<file path="src/rtl/core/sfvg_pkg.sv">
`timescale 1ns / 1ps
// shared types, segment table and character map for the vector character generator
package sfvg_pkg;

    localparam int TABLE_LEN  = 23;
    localparam int SEG_IDX_W  = 5;
    localparam int TCOORD_W   = 11;
    localparam int PROD_W     = 27;
    localparam int COORD_W    = 20;
    localparam int PEN_X_W    = 22;
    localparam int SIZE_W     = 16;

    localparam logic [TABLE_LEN-1:0] SG_TOPL   = 23'h000001;
    localparam logic [TABLE_LEN-1:0] SG_TOPR   = 23'h000002;
    localparam logic [TABLE_LEN-1:0] SG_UPR    = 23'h000004;
    localparam logic [TABLE_LEN-1:0] SG_LOR    = 23'h000008;
    localparam logic [TABLE_LEN-1:0] SG_BOTR   = 23'h000010;
    localparam logic [TABLE_LEN-1:0] SG_BOTL   = 23'h000020;
    localparam logic [TABLE_LEN-1:0] SG_LOL    = 23'h000040;
    localparam logic [TABLE_LEN-1:0] SG_UPL    = 23'h000080;
    localparam logic [TABLE_LEN-1:0] SG_MIDL   = 23'h000100;
    localparam logic [TABLE_LEN-1:0] SG_MIDR   = 23'h000200;
    localparam logic [TABLE_LEN-1:0] SG_DUL    = 23'h000400;
    localparam logic [TABLE_LEN-1:0] SG_UPC    = 23'h000800;
    localparam logic [TABLE_LEN-1:0] SG_DUR    = 23'h001000;
    localparam logic [TABLE_LEN-1:0] SG_DLL    = 23'h002000;
    localparam logic [TABLE_LEN-1:0] SG_LOC    = 23'h004000;
    localparam logic [TABLE_LEN-1:0] SG_DLR    = 23'h008000;
    localparam logic [TABLE_LEN-1:0] SG_VLEFT  = 23'h010000;
    localparam logic [TABLE_LEN-1:0] SG_VRIGHT = 23'h020000;
    localparam logic [TABLE_LEN-1:0] SG_DOT    = 23'h040000;
    localparam logic [TABLE_LEN-1:0] SG_TAIL   = 23'h080000;
    localparam logic [TABLE_LEN-1:0] SG_COLU   = 23'h100000;
    localparam logic [TABLE_LEN-1:0] SG_COLL   = 23'h200000;
    localparam logic [TABLE_LEN-1:0] SG_APO    = 23'h400000;

    localparam logic [TABLE_LEN-1:0] SG_TOP = SG_TOPL | SG_TOPR;
    localparam logic [TABLE_LEN-1:0] SG_BOT = SG_BOTL | SG_BOTR;
    localparam logic [TABLE_LEN-1:0] SG_MID = SG_MIDL | SG_MIDR;

    // one glyph waiting to be drawn
    typedef struct packed {
        logic [TABLE_LEN-1:0]       mask;
        logic signed [PEN_X_W-1:0]  pen_x;
        logic signed [COORD_W-1:0]  pen_y;
        logic [SIZE_W-1:0]          size;
    } glyph_job_t;

    // segment endpoints in 1/256-cell units
    typedef struct packed {
        logic [TCOORD_W-1:0] x0;
        logic [TCOORD_W-1:0] y0;
        logic [TCOORD_W-1:0] x1;
        logic [TCOORD_W-1:0] y1;
    } seg_coord_t;

    function automatic seg_coord_t seg_coord(input logic [SEG_IDX_W-1:0] idx);
        seg_coord_t c;
        case (idx)
            5'd0:    c = '{11'd0,   11'd0,    11'd256, 11'd0};
            5'd1:    c = '{11'd256, 11'd0,    11'd512, 11'd0};
            5'd2:    c = '{11'd512, 11'd0,    11'd512, 11'd512};
            5'd3:    c = '{11'd512, 11'd512,  11'd512, 11'd1024};
            5'd4:    c = '{11'd256, 11'd1024, 11'd512, 11'd1024};
            5'd5:    c = '{11'd0,   11'd1024, 11'd256, 11'd1024};
            5'd6:    c = '{11'd0,   11'd512,  11'd0,   11'd1024};
            5'd7:    c = '{11'd0,   11'd0,    11'd0,   11'd512};
            5'd8:    c = '{11'd0,   11'd512,  11'd256, 11'd512};
            5'd9:    c = '{11'd256, 11'd512,  11'd512, 11'd512};
            5'd10:   c = '{11'd0,   11'd0,    11'd256, 11'd512};
            5'd11:   c = '{11'd256, 11'd0,    11'd256, 11'd512};
            5'd12:   c = '{11'd512, 11'd0,    11'd256, 11'd512};
            5'd13:   c = '{11'd0,   11'd1024, 11'd256, 11'd512};
            5'd14:   c = '{11'd256, 11'd512,  11'd256, 11'd1024};
            5'd15:   c = '{11'd512, 11'd1024, 11'd256, 11'd512};
            5'd16:   c = '{11'd0,   11'd0,    11'd256, 11'd1024};
            5'd17:   c = '{11'd512, 11'd0,    11'd256, 11'd1024};
            5'd18:   c = '{11'd256, 11'd896,  11'd256, 11'd1024};
            5'd19:   c = '{11'd294, 11'd896,  11'd192, 11'd1203};
            5'd20:   c = '{11'd256, 11'd230,  11'd256, 11'd384};
            5'd21:   c = '{11'd256, 11'd640,  11'd256, 11'd794};
            5'd22:   c = '{11'd294, 11'd0,    11'd218, 11'd230};
            default: c = '0;
        endcase
        return c;
    endfunction

    function automatic logic [TABLE_LEN-1:0] char_mask(input logic [7:0] code);
        logic [7:0]           ch;
        logic [TABLE_LEN-1:0] m;
        ch = code;
        // fold lower case
        if (ch >= "a" && ch <= "z")
        begin
            ch = ch - 8'h20;
        end
        case (ch)
            "0":     m = SG_TOP | SG_UPR | SG_LOR | SG_BOT | SG_LOL | SG_UPL;
            "1":     m = SG_UPR | SG_LOR;
            "2":     m = SG_TOP | SG_UPR | SG_MID | SG_LOL | SG_BOT;
            "3":     m = SG_TOP | SG_UPR | SG_LOR | SG_BOT | SG_MIDR;
            "4":     m = SG_UPL | SG_MID | SG_UPR | SG_LOR;
            "5":     m = SG_TOP | SG_UPL | SG_MID | SG_LOR | SG_BOT;
            "6":     m = SG_TOP | SG_UPL | SG_LOL | SG_BOT | SG_LOR | SG_MID;
            "7":     m = SG_TOP | SG_UPR | SG_LOR;
            "8":     m = SG_TOP | SG_UPR | SG_LOR | SG_BOT | SG_LOL | SG_UPL | SG_MID;
            "9":     m = SG_TOP | SG_UPR | SG_LOR | SG_BOT | SG_UPL | SG_MID;
            "A":     m = SG_TOP | SG_UPR | SG_LOR | SG_LOL | SG_UPL | SG_MID;
            "B":     m = SG_TOP | SG_UPR | SG_LOR | SG_BOT | SG_MIDR | SG_UPC | SG_LOC;
            "C":     m = SG_TOP | SG_UPL | SG_LOL | SG_BOT;
            "D":     m = SG_TOP | SG_UPR | SG_LOR | SG_BOT | SG_UPC | SG_LOC;
            "E":     m = SG_TOP | SG_UPL | SG_LOL | SG_BOT | SG_MIDL;
            "F":     m = SG_TOP | SG_UPL | SG_LOL | SG_MIDL;
            "G":     m = SG_TOP | SG_UPL | SG_LOL | SG_BOT | SG_LOR | SG_MIDR;
            "H":     m = SG_UPL | SG_LOL | SG_UPR | SG_LOR | SG_MID;
            "I":     m = SG_TOP | SG_BOT | SG_UPC | SG_LOC;
            "J":     m = SG_UPR | SG_LOR | SG_BOT | SG_LOL;
            "K":     m = SG_UPL | SG_LOL | SG_MIDL | SG_DUR | SG_DLR;
            "L":     m = SG_UPL | SG_LOL | SG_BOT;
            "M":     m = SG_UPL | SG_LOL | SG_UPR | SG_LOR | SG_DUL | SG_DUR;
            "N":     m = SG_UPL | SG_LOL | SG_UPR | SG_LOR | SG_DUL | SG_DLR;
            "O":     m = SG_TOP | SG_UPR | SG_LOR | SG_BOT | SG_LOL | SG_UPL;
            "P":     m = SG_TOP | SG_UPR | SG_UPL | SG_LOL | SG_MID;
            "Q":     m = SG_TOP | SG_UPR | SG_LOR | SG_BOT | SG_LOL | SG_UPL | SG_DLR;
            "R":     m = SG_TOP | SG_UPR | SG_UPL | SG_LOL | SG_MID | SG_DLR;
            "S":     m = SG_TOP | SG_UPL | SG_MID | SG_LOR | SG_BOT;
            "T":     m = SG_TOP | SG_UPC | SG_LOC;
            "U":     m = SG_UPL | SG_LOL | SG_BOT | SG_LOR | SG_UPR;
            "V":     m = SG_VLEFT | SG_VRIGHT;
            "W":     m = SG_UPL | SG_LOL | SG_UPR | SG_LOR | SG_DLL | SG_DLR;
            "X":     m = SG_DUL | SG_DUR | SG_DLL | SG_DLR;
            "Y":     m = SG_DUL | SG_DUR | SG_LOC;
            "Z":     m = SG_TOP | SG_DUR | SG_DLL | SG_BOT;
            "-":     m = SG_MID;
            "+":     m = SG_MID | SG_UPC | SG_LOC;
            "/":     m = SG_DUR | SG_DLL;
            ".":     m = SG_DOT;
            ",":     m = SG_TAIL;
            ":":     m = SG_COLU | SG_COLL;
            "'":     m = SG_APO;
            default: m = '0;
        endcase
        return m;
    endfunction

endpackage

</file>
<file path="src/rtl/core/sfvg_front.sv">
`timescale 1ns / 1ps
// front end: takes characters, keeps the pen and size, turns each character into a glyph job
module sfvg_front
    import sfvg_pkg::*;
#(
    parameter int NUM_SEGMENTS = 23
)
(
    input  logic                      clk,
    input  logic                      rst_n,
    input  logic                      in_valid,
    output logic                      in_ready,
    input  logic [7:0]                char_code,
    input  logic                      string_start,
    input  logic signed [COORD_W-1:0] origin_x,
    input  logic signed [COORD_W-1:0] origin_y,
    input  logic [SIZE_W-1:0]         text_size,
    output logic                      push,
    output glyph_job_t                job,
    input  logic                      q_full
);

    localparam logic signed [PEN_X_W:0] PEN_X_MAX = (PEN_X_W+1)'((1 << (PEN_X_W - 1)) - 1);

    logic signed [PEN_X_W-1:0] pen_x_reg, pen_x_next;
    logic signed [COORD_W-1:0] pen_y_reg, pen_y_next;
    logic [SIZE_W-1:0]         size_reg, size_next;

    logic signed [PEN_X_W-1:0] cur_x;
    logic signed [COORD_W-1:0] cur_y;
    logic [SIZE_W-1:0]         cur_size;
    logic [SIZE_W+1:0]         advance;
    logic signed [PEN_X_W:0]   moved_x;
    logic [TABLE_LEN-1:0]      limit;

    // segments at or beyond NUM_SEGMENTS are never drawn
    for (genvar i = 0; i < TABLE_LEN; i++)
    begin : g_limit
        assign limit[i] = (i < NUM_SEGMENTS);
    end

    assign in_ready = !q_full;
    assign push     = in_valid && !q_full;

    always_comb
    begin
        cur_x    = string_start ? {origin_x, 2'b00} : pen_x_reg;
        cur_y    = string_start ? origin_y : pen_y_reg;
        cur_size = string_start ? text_size : size_reg;

        job.mask  = char_mask(char_code) & limit;
        job.pen_x = cur_x;
        job.pen_y = cur_y;
        job.size  = cur_size;

        // pen moves by 3*size in quarter-units of the coordinate format
        advance = {2'b00, cur_size} + {1'b0, cur_size, 1'b0};
        moved_x = {cur_x[PEN_X_W-1], cur_x} + $signed({{(PEN_X_W - SIZE_W - 1){1'b0}}, advance});

        pen_x_next = pen_x_reg;
        pen_y_next = pen_y_reg;
        size_next  = size_reg;
        if (push)
        begin
            pen_y_next = cur_y;
            size_next  = cur_size;
            if (moved_x > PEN_X_MAX)
            begin
                pen_x_next = PEN_X_MAX[PEN_X_W-1:0];
            end
            else
            begin
                pen_x_next = moved_x[PEN_X_W-1:0];
            end
        end
    end

    always_ff @(posedge clk or negedge rst_n)
    begin
        if (!rst_n)
        begin
            pen_x_reg <= '0;
            pen_y_reg <= '0;
            size_reg  <= '0;
        end
        else
        begin
            pen_x_reg <= pen_x_next;
            pen_y_reg <= pen_y_next;
            size_reg  <= size_next;
        end
    end

endmodule

</file>
<file path="src/rtl/core/sfvg_queue.sv">
`timescale 1ns / 1ps
// two-entry glyph job queue between front and back end
module sfvg_queue
    import sfvg_pkg::*;
(
    input  logic       clk,
    input  logic       rst_n,
    input  logic       push,
    input  glyph_job_t push_job,
    output logic       full,
    input  logic       pop,
    output glyph_job_t head_job,
    output logic       empty
);

    glyph_job_t mem [2];

    logic       wr_ptr_reg, wr_ptr_next;
    logic       rd_ptr_reg, rd_ptr_next;
    logic [1:0] count_reg, count_next;

    assign full     = (count_reg == 2'd2);
    assign empty    = (count_reg == 2'd0);
    assign head_job = mem[rd_ptr_reg];

    always_comb
    begin
        wr_ptr_next = wr_ptr_reg ^ push;
        rd_ptr_next = rd_ptr_reg ^ pop;
        count_next  = count_reg + {1'b0, push} - {1'b0, pop};
    end

    always_ff @(posedge clk)
    begin
        if (push)
        begin
            mem[wr_ptr_reg] <= push_job;
        end
    end

    always_ff @(posedge clk or negedge rst_n)
    begin
        if (!rst_n)
        begin
            wr_ptr_reg <= 1'b0;
            rd_ptr_reg <= 1'b0;
            count_reg  <= 2'd0;
        end
        else
        begin
            wr_ptr_reg <= wr_ptr_next;
            rd_ptr_reg <= rd_ptr_next;
            count_reg  <= count_next;
        end
    end

endmodule

</file>
<file path="src/rtl/core/sfvg_back.sv">
`timescale 1ns / 1ps
// back end: walks lit glyph segments, scales them, emits one line per cycle unless stalled
module sfvg_back
    import sfvg_pkg::*;
(
    input  logic                      clk,
    input  logic                      rst_n,
    input  glyph_job_t                head_job,
    input  logic                      q_empty,
    output logic                      pop,
    output logic                      out_valid,
    input  logic                      out_ready,
    output logic signed [COORD_W-1:0] line_x0,
    output logic signed [COORD_W-1:0] line_y0,
    output logic signed [COORD_W-1:0] line_x1,
    output logic signed [COORD_W-1:0] line_y1,
    output logic [SEG_IDX_W-1:0]      segment_number,
    output logic                      last_of_glyph
);

    typedef struct packed {
        logic [PROD_W-1:0]          px0;
        logic [PROD_W-1:0]          py0;
        logic [PROD_W-1:0]          px1;
        logic [PROD_W-1:0]          py1;
        logic signed [PEN_X_W-1:0]  pen_x;
        logic signed [COORD_W-1:0]  pen_y;
        logic [SEG_IDX_W-1:0]       idx;
        logic                       last;
    } prod_stage_t;

    typedef struct packed {
        logic [COORD_W-1:0]   x0;
        logic [COORD_W-1:0]   y0;
        logic [COORD_W-1:0]   x1;
        logic [COORD_W-1:0]   y1;
        logic [SEG_IDX_W-1:0] idx;
        logic                 last;
    } line_t;

    // round to nearest (ties up) after /1024, then saturate to the coordinate range
    function automatic logic [COORD_W-1:0] coord_sat(input logic signed [31:0] base,
                                                     input logic [PROD_W-1:0]  prod);
        logic signed [31:0] sum;
        logic [21:0]        q;
        logic [COORD_W-1:0] r;
        sum = base + $signed({5'b0, prod}) + 32'sd512;
        q   = sum[31:10];
        if (q[21:19] == 3'b000 || q[21:19] == 3'b111)
        begin
            r = q[COORD_W-1:0];
        end
        else if (q[21])
        begin
            r = {1'b1, {(COORD_W-1){1'b0}}};
        end
        else
        begin
            r = {1'b0, {(COORD_W-1){1'b1}}};
        end
        return r;
    endfunction

    logic                 busy_reg, busy_next;
    logic [TABLE_LEN-1:0] rem_reg, rem_next;
    glyph_job_t           job_reg, job_next;
    logic                 s1_valid_reg, s1_valid_next;
    prod_stage_t          s1_reg, s1_next;
    logic                 out_valid_reg, out_valid_next;
    line_t                out_reg, out_next;

    logic                 advance;
    logic                 s1_free;
    logic                 emit;
    logic [SEG_IDX_W-1:0] pick;
    logic [TABLE_LEN-1:0] rem_after;
    seg_coord_t           tc;
    logic signed [31:0]   base_x;
    logic signed [31:0]   base_y;

    assign advance = !out_valid_reg || out_ready;
    assign s1_free = !s1_valid_reg || advance;
    assign emit    = busy_reg && s1_free;
    assign pop     = !busy_reg && !q_empty;

    // lowest lit segment still to draw
    always_comb
    begin
        pick = '0;
        for (int i = TABLE_LEN - 1; i >= 0; i--)
        begin
            if (rem_reg[i])
            begin
                pick = SEG_IDX_W'(i);
            end
        end
    end

    assign rem_after = rem_reg & (rem_reg - 1'b1);
    assign tc        = seg_coord(pick);

    always_comb
    begin
        busy_next = busy_reg;
        rem_next  = rem_reg;
        job_next  = job_reg;
        if (pop)
        begin
            job_next  = head_job;
            rem_next  = head_job.mask;
            busy_next = |head_job.mask;
        end
        else if (emit)
        begin
            rem_next  = rem_after;
            busy_next = |rem_after;
        end

        s1_valid_next = s1_valid_reg;
        s1_next       = s1_reg;
        if (s1_free)
        begin
            s1_valid_next = emit;
        end
        if (emit)
        begin
            s1_next.px0   = PROD_W'(tc.x0) * PROD_W'(job_reg.size);
            s1_next.py0   = PROD_W'(tc.y0) * PROD_W'(job_reg.size);
            s1_next.px1   = PROD_W'(tc.x1) * PROD_W'(job_reg.size);
            s1_next.py1   = PROD_W'(tc.y1) * PROD_W'(job_reg.size);
            s1_next.pen_x = job_reg.pen_x;
            s1_next.pen_y = job_reg.pen_y;
            s1_next.idx   = pick;
            s1_next.last  = ~|rem_after;
        end

        base_x = {{2{s1_reg.pen_x[PEN_X_W-1]}}, s1_reg.pen_x, 8'b0};
        base_y = {{2{s1_reg.pen_y[COORD_W-1]}}, s1_reg.pen_y, 10'b0};

        out_valid_next = out_valid_reg;
        out_next       = out_reg;
        if (advance)
        begin
            out_valid_next = s1_valid_reg;
            out_next.x0    = coord_sat(base_x, s1_reg.px0);
            out_next.y0    = coord_sat(base_y, s1_reg.py0);
            out_next.x1    = coord_sat(base_x, s1_reg.px1);
            out_next.y1    = coord_sat(base_y, s1_reg.py1);
            out_next.idx   = s1_reg.idx;
            out_next.last  = s1_reg.last;
        end
    end

    always_ff @(posedge clk)
    begin
        job_reg <= job_next;
        s1_reg  <= s1_next;
        out_reg <= out_next;
    end

    always_ff @(posedge clk or negedge rst_n)
    begin
        if (!rst_n)
        begin
            busy_reg      <= 1'b0;
            rem_reg       <= '0;
            s1_valid_reg  <= 1'b0;
            out_valid_reg <= 1'b0;
        end
        else
        begin
            busy_reg      <= busy_next;
            rem_reg       <= rem_next;
            s1_valid_reg  <= s1_valid_next;
            out_valid_reg <= out_valid_next;
        end
    end

    assign out_valid      = out_valid_reg;
    assign line_x0        = out_reg.x0;
    assign line_y0        = out_reg.y0;
    assign line_x1        = out_reg.x1;
    assign line_y1        = out_reg.y1;
    assign segment_number = out_reg.idx;
    assign last_of_glyph  = out_reg.last;

endmodule

</file>
<file path="src/rtl/core/segment_font_vector_generator_top.sv">
`timescale 1ns / 1ps
// Vector character generator: each accepted character becomes one line item per lit
// segment of its 23-segment glyph, endpoints scaled by size/4 from the pen and given in
// signed 16.4 pixels; the pen then moves right by 3*size/4. The back end loads each
// glyph from the queue, then emits one line per cycle, while the line output is not held
// off, through a multiply stage and an output register; unmapped characters are loaded
// and give no item. A two-entry glyph queue lets the input run ahead of the line output.
// With the back end idle, the first line of a character passes the glyph queue, the
// glyph load, the multiply stage and the output register before it is presented.
module segment_font_vector_generator_top
    import sfvg_pkg::*;
#(
    parameter int NUM_SEGMENTS = 23
)
(
    input  logic        clk,
    input  logic        rst_n,
    input  logic        s_axis_tvalid,
    output logic        s_axis_tready,
    // char_code[7:0], origin_x[27:8], origin_y[47:28], text_size[63:48]
    input  logic [63:0] s_axis_tdata,
    // string_start[0]
    input  logic        s_axis_tuser,
    output logic        m_axis_tvalid,
    input  logic        m_axis_tready,
    // line_x0[19:0], line_y0[39:20], line_x1[59:40], line_y1[79:60],
    // segment_number[84:80], zero[87:85]
    output logic [87:0] m_axis_tdata,
    // last_of_glyph
    output logic        m_axis_tlast
);

    glyph_job_t                push_job;
    glyph_job_t                head_job;
    logic                      push;
    logic                      pop;
    logic                      q_full;
    logic                      q_empty;
    logic signed [COORD_W-1:0] line_x0;
    logic signed [COORD_W-1:0] line_y0;
    logic signed [COORD_W-1:0] line_x1;
    logic signed [COORD_W-1:0] line_y1;
    logic [SEG_IDX_W-1:0]      segment_number;

    sfvg_front #(
        .NUM_SEGMENTS(NUM_SEGMENTS)
    ) u_front (
        .clk          (clk),
        .rst_n        (rst_n),
        .in_valid     (s_axis_tvalid),
        .in_ready     (s_axis_tready),
        .char_code    (s_axis_tdata[7:0]),
        .string_start (s_axis_tuser),
        .origin_x     (s_axis_tdata[27:8]),
        .origin_y     (s_axis_tdata[47:28]),
        .text_size    (s_axis_tdata[63:48]),
        .push         (push),
        .job          (push_job),
        .q_full       (q_full)
    );

    sfvg_queue u_queue (
        .clk      (clk),
        .rst_n    (rst_n),
        .push     (push),
        .push_job (push_job),
        .full     (q_full),
        .pop      (pop),
        .head_job (head_job),
        .empty    (q_empty)
    );

    sfvg_back u_back (
        .clk            (clk),
        .rst_n          (rst_n),
        .head_job       (head_job),
        .q_empty        (q_empty),
        .pop            (pop),
        .out_valid      (m_axis_tvalid),
        .out_ready      (m_axis_tready),
        .line_x0        (line_x0),
        .line_y0        (line_y0),
        .line_x1        (line_x1),
        .line_y1        (line_y1),
        .segment_number (segment_number),
        .last_of_glyph  (m_axis_tlast)
    );

    assign m_axis_tdata = {3'b000, segment_number, line_y1, line_x1, line_y0, line_x0};

endmodule

</file>
<file path="config.mk">
export PLATFORM = sky130hd
export DESIGN_NAME = segment_font_vector_generator_top
export DESIGN_NICKNAME = d
export VERILOG_FILES = /design/src/rtl/core/sfvg_pkg.sv /design/src/rtl/core/sfvg_front.sv /design/src/rtl/core/sfvg_queue.sv /design/src/rtl/core/sfvg_back.sv /design/src/rtl/core/segment_font_vector_generator_top.sv
export SDC_FILE = /design/constraint.sdc
export NUM_CORES = 2
export LEC_CHECK = 0
export ABC_AREA = 0
export ABC_CLOCK_PERIOD_IN_PS = 9700
export BUFFER_PORTS_ARGS = -buffer_cell sky130_fd_sc_hd__clkbuf_2
export CORE_MARGIN = 2
export CORE_UTILIZATION = 49
export CTS_CLUSTER_DIAMETER = 80
export DETAILED_ROUTE_END_ITERATION = 8
export PLACE_DENSITY = 0.67
export SLEW_MARGIN = 15
export SYNTH_ARGS = -nofsm -noshare
export SYNTH_HDL_FRONTEND = slang
export SYNTH_MEMORY_MAX_BITS = 65536
export SYNTH_SLANG_ARGS = --single-unit
</file>
<file path="constraint.sdc">
create_clock -name clk -period 9.7 [get_ports clk]
set_clock_uncertainty 0.2 [all_clocks]
set_input_delay 0.485 -clock clk [delete_from_list [all_inputs] [get_ports clk]]
set_output_delay 0.485 -clock clk [all_outputs]
set_load 0.005 [all_outputs]
</file>
==> flow_summary_export.csv <==
group,metric,value,unit
status,outcome,"completed",
synth,synth_seq_cells,508,
worst_setup_path,end_kind,"register",
worst_setup_path,slowest_delay,570,ps
worst_setup_path,crit_top_cell,"a21oi_1",
placement,port_buffers,156,
worst_setup_path,cp_max_fo,16,
routing,post_drt_wl_per_cell,17.7,um
worst_setup_path,crit_required,9840,ps
worst_setup_path,crit_start,"u_back.rem_reg[20]$_DFFE_PN0P_",
routing,drtPass1Iterations,5,
final_layout,largest_reg_flops,154,
synth,netlist_area,0.0426,mm^2
placement,dp_hpwl,72500,um
floorplan,die_area,0.0893,mm^2
floorplan,die_w,299,um
clock_tree,clk_latency,660,ps
clock_tree,cts_inserted_buffers,55,
worst_setup_path,r2r-start,"u_back.rem_reg[20]$_DFFE_PN0P_",
floorplan,die_height,299,um
timing,worst_pin_slew,1180,ps
synth,syn_inst,3963,
synth,yosysTopAreaCellShare,29.6,%
floorplan,coreArea,0.0865,mm^2
hold_path,hold_start,"s_axis_tdata[11]",
final_layout,syn2layout_area_growth,10.1,%
worst_setup_path,worstPathArrival,9190,ps
timing,final.min_clock_period,9050,ps
final_layout,drive_above_1_share,12.9,%
global_route,grt_overflow_total,0,
synth,yosys.area.top_type,"edfxtp_1",
worst_setup_path,critical_path_class,"register to register",
synth,ys_top_cells_by_area,"edfxtp_1 (30%), fa_1 (14%), ha_1 (13%), dfrtp_1 (5.2%), inv_1 (4.7%)",
synth,synth.avg_cell_area,10.7,um^2
synth,yosysUniqueCellTypes,118,
worst_setup_path,critPathSlowestCell,"a2111oi_0",
global_route,grt_max_degree,73,
routing,via_count,29000,
routing,drtIter0Drc,1660,
final_layout,diodes,0,
floorplan,start_util,49.3,%
global_route,grt_pass1_vias,29400,
clock_tree,cts_sinks,508,
run,maxCapViolCount,0,
clock_tree,clockRootBuffer,"clkbuf_16",
timing,setup_viol,0,
synth,netlist_top_cells_count,"inv_1 (537), ha_1 (457), edfxtp_1 (420)",
timing,post-route-period-util,93.3,%
placement,gp_congestion,0.881,
routing,ant_nets,0,
routing,totalWireLength,94300,um
floorplan,pin_count,160,
global_route,antenna_found_initial,3,
synth,synth_edf_count,420,
synth,yosys.cell_count.top_type,"inv_1",
clock_tree,clock_path_buffers,3,
clock_tree,htree_num_levels,2,
synth,yosys_warnings,0,
timing,rsz0062_at_grt,"false",
routing,drc,0,
timing,slew_violations,0,
routing,via_per_inst,5.44,
global_route,grt_pass1_wl,155000,um
synth,synth_ff_type,"edfxtp_1",
timing,fmax,111,MHz
synth,async_flop_share,17.3,%
synth,yosysSeqAreaShare,34.8,%
clock_tree,clkTransAtPathRegs,60,ps
final_layout,finish.net_count,4963,
timing,slew_headroom,21.0,%
worst_setup_path,startpoint_type,"register",
clock_tree,tritoncts,"yes",
floorplan,rows,108,
timing,hold_viol_final,0,
global_route,track_usage,21.5,%
hold_path,hold_path_class,"primary input to register",
timing,tns,0,ps
==> cell families (layout without fill, tap and decap cells) <==
group                      after synthesis  after routing  synth area share (%)
and+or+nand+nor                        973            973                  11.7
adders and majority gates              768            768                  27.9
buffers and inverters                  667            878                  6.03
AOI/OAI and AO/OA                      651            651                  10.5
DFF                                    508            508                  34.8
xor gates and xnor gates               224            224                  4.61
muxes                                  171            171                  4.47
other                                    1              3               0.00880
==> area by class of cell <==
type                    count  area [um^2]
clock inverters            41          475
flip-flops and latches    508        14800
well taps                1155         1450
fillers                  7532        39600
inverters                 540         2030
multi-input cells        2790        25300
repair buffers            235         1460
clock buffers              62         1410
==> per-stage QoR <==
stage                     setup WS (ps)  cells  utilization [%]  instance area, um^2  hold WS, ps
after floorplan                    1360   3965                -                42600        -10.6
after global placement              820   5195             51.7                44700          201
after detailed placement            758   5195             51.7                44700          205
after CTS                           717   5331             54.2                46900         3.03
after global routing               93.6   5331             54.2                46900         23.2
final                               653   5331             54.2                46900         34.3
==> layout by cell type (no fill, tap or decap), types with 14 or more instances in the layout <==
cell type	netlist	routed
o211ai_1	23	23
nand3_1	59	59
and3_1	64	63
edfxtp_1	420	420
nor3_1	78	78
nor2_1	172	172
nand2_1	281	281
a211oi_1	35	35
clkbuf_2	1	155
nor2b_1	45	45
clkbuf_16	0	55
xor2_1	73	73
o21bai_1	16	16
fa_1	307	307
and2_1	141	141
or3_1	14	14
mux2i_1	27	27
nand4_1	16	16
o21ai_1	17	17
o21ai_2	23	23
xnor2_1	151	151
or2_2	14	14
inv_1	537	533
buf_4	4	47
a21o_1	51	51
mux2_2	143	143
o21ai_0	146	146
o22a_1	25	25
dfrtp_1	88	87
a31oi_1	14	14
a21oi_1	143	143
dlygate4sd3_1	0	33
nand2b_1	24	24
ha_1	457	455
o21a_1	32	32
==> worst max-delay path: cells and delay by family (launching register included) <==
kind	cells	cell delay [ps]
compound gates	15	2810
fa+ha+maj	7	2670
simple gates	8	1760
buf+inv	5	700
flops	1	480
xor+xnor	1	120
==> final timing paths <==
path                                               endpoint  slack [ps]  cells after the start
setup / recovery                u_back.s1_reg[74]$_DFFE_PP_         650                     36
hold / removal                 u_queue.mem[0][41]$_DFFE_PP_          30                      2
setup reg to reg                u_back.s1_reg[74]$_DFFE_PP_         650                     36
hold reg to reg                 u_back.base_x[25]$_DFFE_PP_         220                      0
max in group asynchronous      u_queue.rd_ptr_reg$_DFF_PN0_        7910                      3
min in group asynchronous  u_front.size_reg[10]$_DFFE_PN0P_         120                      2
==> layer usage <==
layer,GRT usage (%),part of all wire [%]
met1,29.9,46
met5,0,0
met2,35.7,47
met3,2.64,4.5
met4,5.42,2.4
==> what timing repair did <==
| action | 4_1_cts | 5_1_grt |
|---|---|---|
| endpoints found under the hold margin | 95 | 0 |
| setup buffers | 0 | 0 |
| hold buffers | 33 | 0 |
| setup endpoints to repair | 0 | 1 |
| resized for setup | 0 | 1 |
Power is not shown: default switching activity piles up to over one toggle a cycle in this logic, so the estimate is an artifact.
